===== src/sv/rdns_pkg.sv =====
// shared types and constants for the range-doppler noise statistics block
package rdns_pkg;

    localparam int SAMPLE_W = 24;
    localparam int SUM_W    = 36;
    localparam int POWER_W  = 60;
    localparam int COUNT_W  = 12;
    localparam int VAR_W    = 48;
    localparam int SD_W     = 24;
    localparam int MEAN_W   = 32;
    localparam int DIV_W    = 60;
    localparam int MEM_W    = 2 * SUM_W + POWER_W;

    typedef enum logic [1:0] {
        CMD_CLEAR  = 2'd0,
        CMD_ACCUM  = 2'd1,
        CMD_END    = 2'd2,
        CMD_QUERY  = 2'd3
    } cmd_code_t;

    typedef enum logic [2:0] {
        STS_OK        = 3'd0,
        STS_RANGE     = 3'd1,
        STS_NO_REC    = 3'd2,
        STS_LOW_VAR   = 3'd3,
        STS_SATURATED = 3'd4
    } status_code_t;

    typedef enum logic [1:0] {
        DIV_SEL_RE  = 2'd0,
        DIV_SEL_IM  = 2'd1,
        DIV_SEL_PW  = 2'd2
    } div_sel_t;

    typedef enum logic [1:0] {
        CFG_DELAYS = 2'd0,
        CFG_FFT    = 2'd1,
        CFG_LIMIT  = 2'd2
    } cfg_index_t;

    // controller to datapath
    typedef struct packed {
        logic     latch_in;
        logic     addr_calc;
        logic     cnt_clear;
        logic     cnt_inc;
        logic     clr_step;
        logic     mem_rd;
        logic     acc_wr;
        logic     div_start;
        div_sel_t div_sel;
        logic     mean_sq;
        logic     var_calc;
        logic     sqrt_start;
        logic     res_load;
    } dp_ctrl_t;

    // datapath to controller
    typedef struct packed {
        cmd_code_t cmd;
        logic      in_range;
        logic      rec_zero;
        logic      clr_last;
        logic      div_done;
        logic      sqrt_done;
        logic      out_busy;
    } dp_stat_t;

endpackage


===== src/sv/rdns_ctrl.sv =====
// request sequencer for the noise statistics datapath
module rdns_ctrl
    import rdns_pkg::*;
(
    input  logic      aclk,
    input  logic      aresetn,
    input  logic      s_tvalid,
    output logic      s_tready,
    input  dp_stat_t  stat,
    output dp_ctrl_t  ctl
);

    typedef enum logic [3:0] {
        ST_CLR_INIT,
        ST_IDLE,
        ST_ADDR,
        ST_RD,
        ST_DATA,
        ST_DIV_RE,
        ST_DIV_IM,
        ST_DIV_PW,
        ST_MSQ,
        ST_VAR,
        ST_SQS,
        ST_SQRT,
        ST_CLR_CMD,
        ST_FIN
    } state_t;

    state_t state_reg, state_next;

    always_comb begin
        state_next = state_reg;
        ctl        = '0;
        ctl.div_sel = DIV_SEL_RE;
        s_tready   = state_reg == ST_IDLE;
        unique case (state_reg)
            ST_CLR_INIT: begin
                ctl.clr_step = 1'b1;
                if (stat.clr_last) state_next = ST_IDLE;
            end
            ST_IDLE: begin
                if (s_tvalid) begin
                    ctl.latch_in = 1'b1;
                    state_next   = ST_ADDR;
                end
            end
            ST_ADDR: begin
                ctl.addr_calc = 1'b1;
                unique case (stat.cmd)
                    CMD_CLEAR: begin
                        ctl.cnt_clear = 1'b1;
                        state_next    = ST_CLR_CMD;
                    end
                    CMD_END: begin
                        ctl.cnt_inc = 1'b1;
                        state_next  = ST_FIN;
                    end
                    default: state_next = ST_RD;
                endcase
            end
            ST_RD: begin
                ctl.mem_rd = 1'b1;
                state_next = ST_DATA;
            end
            ST_DATA: begin
                if (stat.cmd == CMD_ACCUM) begin
                    ctl.acc_wr = stat.in_range;
                    state_next = ST_FIN;
                end else if (!stat.in_range || stat.rec_zero) begin
                    state_next = ST_FIN;
                end else begin
                    ctl.div_start = 1'b1;
                    ctl.div_sel   = DIV_SEL_RE;
                    state_next    = ST_DIV_RE;
                end
            end
            ST_DIV_RE: begin
                if (stat.div_done) begin
                    ctl.div_start = 1'b1;
                    ctl.div_sel   = DIV_SEL_IM;
                    state_next    = ST_DIV_IM;
                end
            end
            ST_DIV_IM: begin
                if (stat.div_done) begin
                    ctl.div_start = 1'b1;
                    ctl.div_sel   = DIV_SEL_PW;
                    state_next    = ST_DIV_PW;
                end
            end
            ST_DIV_PW: begin
                if (stat.div_done) state_next = ST_MSQ;
            end
            ST_MSQ: begin
                ctl.mean_sq = 1'b1;
                state_next  = ST_VAR;
            end
            ST_VAR: begin
                ctl.var_calc = 1'b1;
                state_next   = ST_SQS;
            end
            ST_SQS: begin
                ctl.sqrt_start = 1'b1;
                state_next     = ST_SQRT;
            end
            ST_SQRT: begin
                if (stat.sqrt_done) state_next = ST_FIN;
            end
            ST_CLR_CMD: begin
                ctl.clr_step = 1'b1;
                if (stat.clr_last) state_next = ST_FIN;
            end
            ST_FIN: begin
                if (!stat.out_busy) begin
                    ctl.res_load = 1'b1;
                    state_next   = ST_IDLE;
                end
            end
            default: state_next = ST_IDLE;
        endcase
    end

    always_ff @(posedge aclk) begin
        if (!aresetn) begin
            state_reg <= ST_CLR_INIT;
        end else begin
            state_reg <= state_next;
        end
    end

    a_accept_idle: assert property (@(posedge aclk) disable iff (!aresetn)
        ctl.latch_in |=> state_reg == ST_ADDR)
        else $error("accepted request did not start address stage");

    a_clear_no_accept: assert property (@(posedge aclk) disable iff (!aresetn)
        ctl.clr_step |-> !s_tready)
        else $error("request taken during clear sweep");

    a_load_ends: assert property (@(posedge aclk) disable iff (!aresetn)
        ctl.res_load |=> s_tready)
        else $error("result load did not return to idle");

endmodule


===== config.mk =====
export PLATFORM = sky130hd
export DESIGN_NAME = rdns_ctrl
export DESIGN_NICKNAME = d
export VERILOG_FILES = /design/src/sv/rdns_pkg.sv /design/src/sv/rdns_ctrl.sv
export SDC_FILE = /design/constraint.sdc
export NUM_CORES = 1
export LEC_CHECK = 0
export BUFFER_PORTS_ARGS = -buffer_cell sky130_fd_sc_hd__buf_2
export CAP_MARGIN = 5
export CORE_AREA = 3 3 40 42
export DETAILED_ROUTE_END_ITERATION = 6
export DIE_AREA = 0 0 43 45
export HOLD_SLACK_MARGIN = 0.03
export PLACE_DENSITY_LB_ADDON = 0.25
export SETUP_SLACK_MARGIN = 0.5
export SLEW_MARGIN = 20
export SYNTH_ARGS = -nofsm -noshare
export SYNTH_HDL_FRONTEND = slang
export SYNTH_SLANG_ARGS = --single-unit

===== constraint.sdc =====
create_clock -name aclk -period 3.1 [get_ports aclk]
set_clock_uncertainty 0.2 [all_clocks]
set_input_delay 0 -clock aclk [delete_from_list [all_inputs] [get_ports aclk]]
set_output_delay 0 -clock aclk [all_outputs]
set_load 0.005 [all_outputs]

==> results.txt <==
result of the run: complete, no violations
number of cell instances on the worst register-to-register path: 4
first-pass GRT wire length: 2440 um
maximum clock frequency: 494 MHz
clock transition time at the flip-flop clock pins of the worst setup and hold paths: 40 ps
final antenna-violating net count: 0
critical path launch point type: flip-flop
global routing met3 resource utilization: 4.38%
worst-margin pin slew: 596 ps
worst reg2reg startpoint: state_reg[0]
number of input and output port buffers inserted: 25
cell type contributing the most total cell area after synthesis: sky130_fd_sc_hd__dfxtp_1
terminating pin of the worst hold path: state_reg[3]
max_slew headroom: 60.2%
core region area: 1280 um^2
worst min-delay path category: in2reg
top cells by area, synth: sky130_fd_sc_hd__dfxtp_1 15%, sky130_fd_sc_hd__nand2_1 7.7%, sky130_fd_sc_hd__nor2_1 7.0%
number of cells on the worst hold path: 4
R2R setup slack: 1080 ps
final setup TNS: 0 ps
Pleak: 0.000318 uW
pre-CTS setup slack: 1090 ps
area used by sequential logic in the layout: 80.1 um^2
GR Layer Usage met1: 20.9%
maximum net fanout on the critical path: 17
average wire per standard cell: 12.4 um
Fill cells: 139
die outline area: 1940 um^2
number of buffers inserted by hold repair at cts: 3
maximum number of pins on one net before global-route repair: 22
number of instances in the synthesized netlist: 80
data arrival time of the worst path: 1990 ps
area taken by multi-input logic gates: 405 um^2
overall overflow remaining after global route: 0
average cell area after synthesis: 6.74 um^2
TritonCTS buffer count: 3
global-route met2 utilization: 26.3%
number of cell rows: 13
WP data required: 3070 ps
clock tree from TritonCTS: yes
pwr/cell area: 655 nW/um^2
syn_nets: 91
clock sink total: 4
hold violation total from the final report: 0
peak supply drop: 354 uV
maximum level of the CTS H-tree: 1
die height: 45 um
final setup slack of the worst path: 1080 ps
Vias per Instance: 5.58
synth unique cells: 33
unrepaired setup endpoints after global routing: no
die boundary width: 43 um
nets@finish: 116
min cycle time layout: 2020 ps
insertion delay of the later-clocked pin in the worst-skew pair: 240 ps
initial core utilization: 42.0%
Seq cells post-synth: 4
worst setup path class: reg2reg
sequential element share of the synthesized area: 14.8%
Syn. warnings: 0
routability-driven placement congestion ratio: 0.797
endpoints failing setup: 0
number of antenna violations at the first check in global routing: 0
hold_ws: 29.0 ps
io pins: 26
number of buffers added for setup after CTS: 0
number of max-cap violations: 0
clock tree buffer depth: 2
total via count after detailed routing: 659
most utilized layer in the global route result: met2
total routing usage reported by global routing: 16.0%
1st-iter DRT viols: 12
Yosys top cell area share: 14.8%
WL final: 1470 um
period utilization: 65.2%
critical hold path startpoint: stat[4]
number of flip-flops in the largest register: 4
Antenna Cells: 0
Layout Area Growth over Synthesis: 27.8%
number of slew-limit violations in the final report: 0
Worst setup EP type: flip-flop
number of global-route vias before repair: 562
# resized after CTS: 0
detailed-router iteration count before antenna repair: 4
clock root buffer: sky130_fd_sc_hd__clkbuf_4
fraction of final layout cells with drive strength greater than 1: 28.2%
netlist area before placement: 539 um^2
reg-to-reg endpoint: state_reg[0]
core utilization of the finished layout: 53.7%
residual DRC count: 0
post-DP HPWL: 1040 um
## critical path, stage by stage (launching register included)
cell and delay, ps:
sky130_fd_sc_hd__dfxtp_1 620, sky130_fd_sc_hd__or4b_1 480, sky130_fd_sc_hd__a41oi_1 200, sky130_fd_sc_hd__or3_1 250, sky130_fd_sc_hd__mux2i_1 200
## layer usage
metal / wire length, um / vias to the layer above
li1: - / 331
met5: 0 / -
met3: 96 / 3
met1: 649 / 305
met4: 8 / 0
met2: 712 / 20
## area by class of cell
cell class              count  share of cell area, %
repair buffers             28                   22.5
inverters                   2                   1.09
clock buffers               3                   3.27
well taps                  15                   2.72
multi-input cells          66                   58.8
flip-flops and latches      4                   11.6
## cells in the final DEF, fill, tap and decap left out, drive strengths merged
cell,instances
nor2,10
o31ai,1
o311a,1
o21ai,4
dlygate4sd3,3
or4b,1
o21a,2
nand4b,1
or3b,1
a211o,1
dfxtp,4
nand2,11
mux2i,3
nor4,2
inv,2
and3b,1
or2,1
nand2b,5
clkbuf,3
nor3,2
o2111ai,1
nand3b,3
a41oi,1
or4,2
and2,2
mux2,1
a21oi,3
buf,25
o311ai,2
or3,1
and4,1
nor2b,2
## cells by family after synthesis
group                  synth area share [%]
DFF                                    14.8
AOI/OAI and AO/OA                      20.6
buffers and inverters                  9.98
muxes                                  7.66
and+or+nand+nor                        46.9
## cells in the mapped netlist (all sizes together)
library cell  count
a211o             1
a21oi             3
a41oi             1
and2              2
and3b             1
and4              1
buf               3
clkbuf            5
dfxtp             4
inv               2
mux2              1
mux2i             3
nand2            11
nand2b            5
nand3b            3
nand4b            1
nor2             10
nor2b             2
nor3              2
nor4              2
o2111ai           1
o21a              2
o21ai             4
o311a             1
o311ai            2
o31ai             1
or2               1
or3               1
or3b              1
or4               2
or4b              1
## report_power, final
group	internal [uW]	switching, uW	leakage, uW
registers	69.9	70.5	0.0000328
logic	122	124	0.000272
clock network	43.3	21.8	0.0000138
## metrics by stage
stage | total power, uW | cell area (um^2) | std cells
5_1_grt | 496 | 689 | 118
6_report | 452 | 689 | 118
2_1_floorplan | 338 | 539 | 80
3_3_place_gp | 377 | 637 | 112
3_5_place_dp | 383 | 637 | 112
4_1_cts | 454 | 689 | 118
## worst max-delay path by stage
stage                   end  slack (ps)  cells past startpoint         start
6_report       state_reg[0]        1080                      4  state_reg[0]
2_1_floorplan  state_reg[0]        1340                      6  state_reg[0]
3_5_place_dp   state_reg[0]        1090                      4  state_reg[0]
4_1_cts        state_reg[2]        1080                      4  state_reg[0]
5_1_grt        state_reg[2]         950                      4  state_reg[0]
3_3_place_gp   state_reg[2]        1140                      4  state_reg[0]
Note: power is estimated with default switching activity, not from simulation.
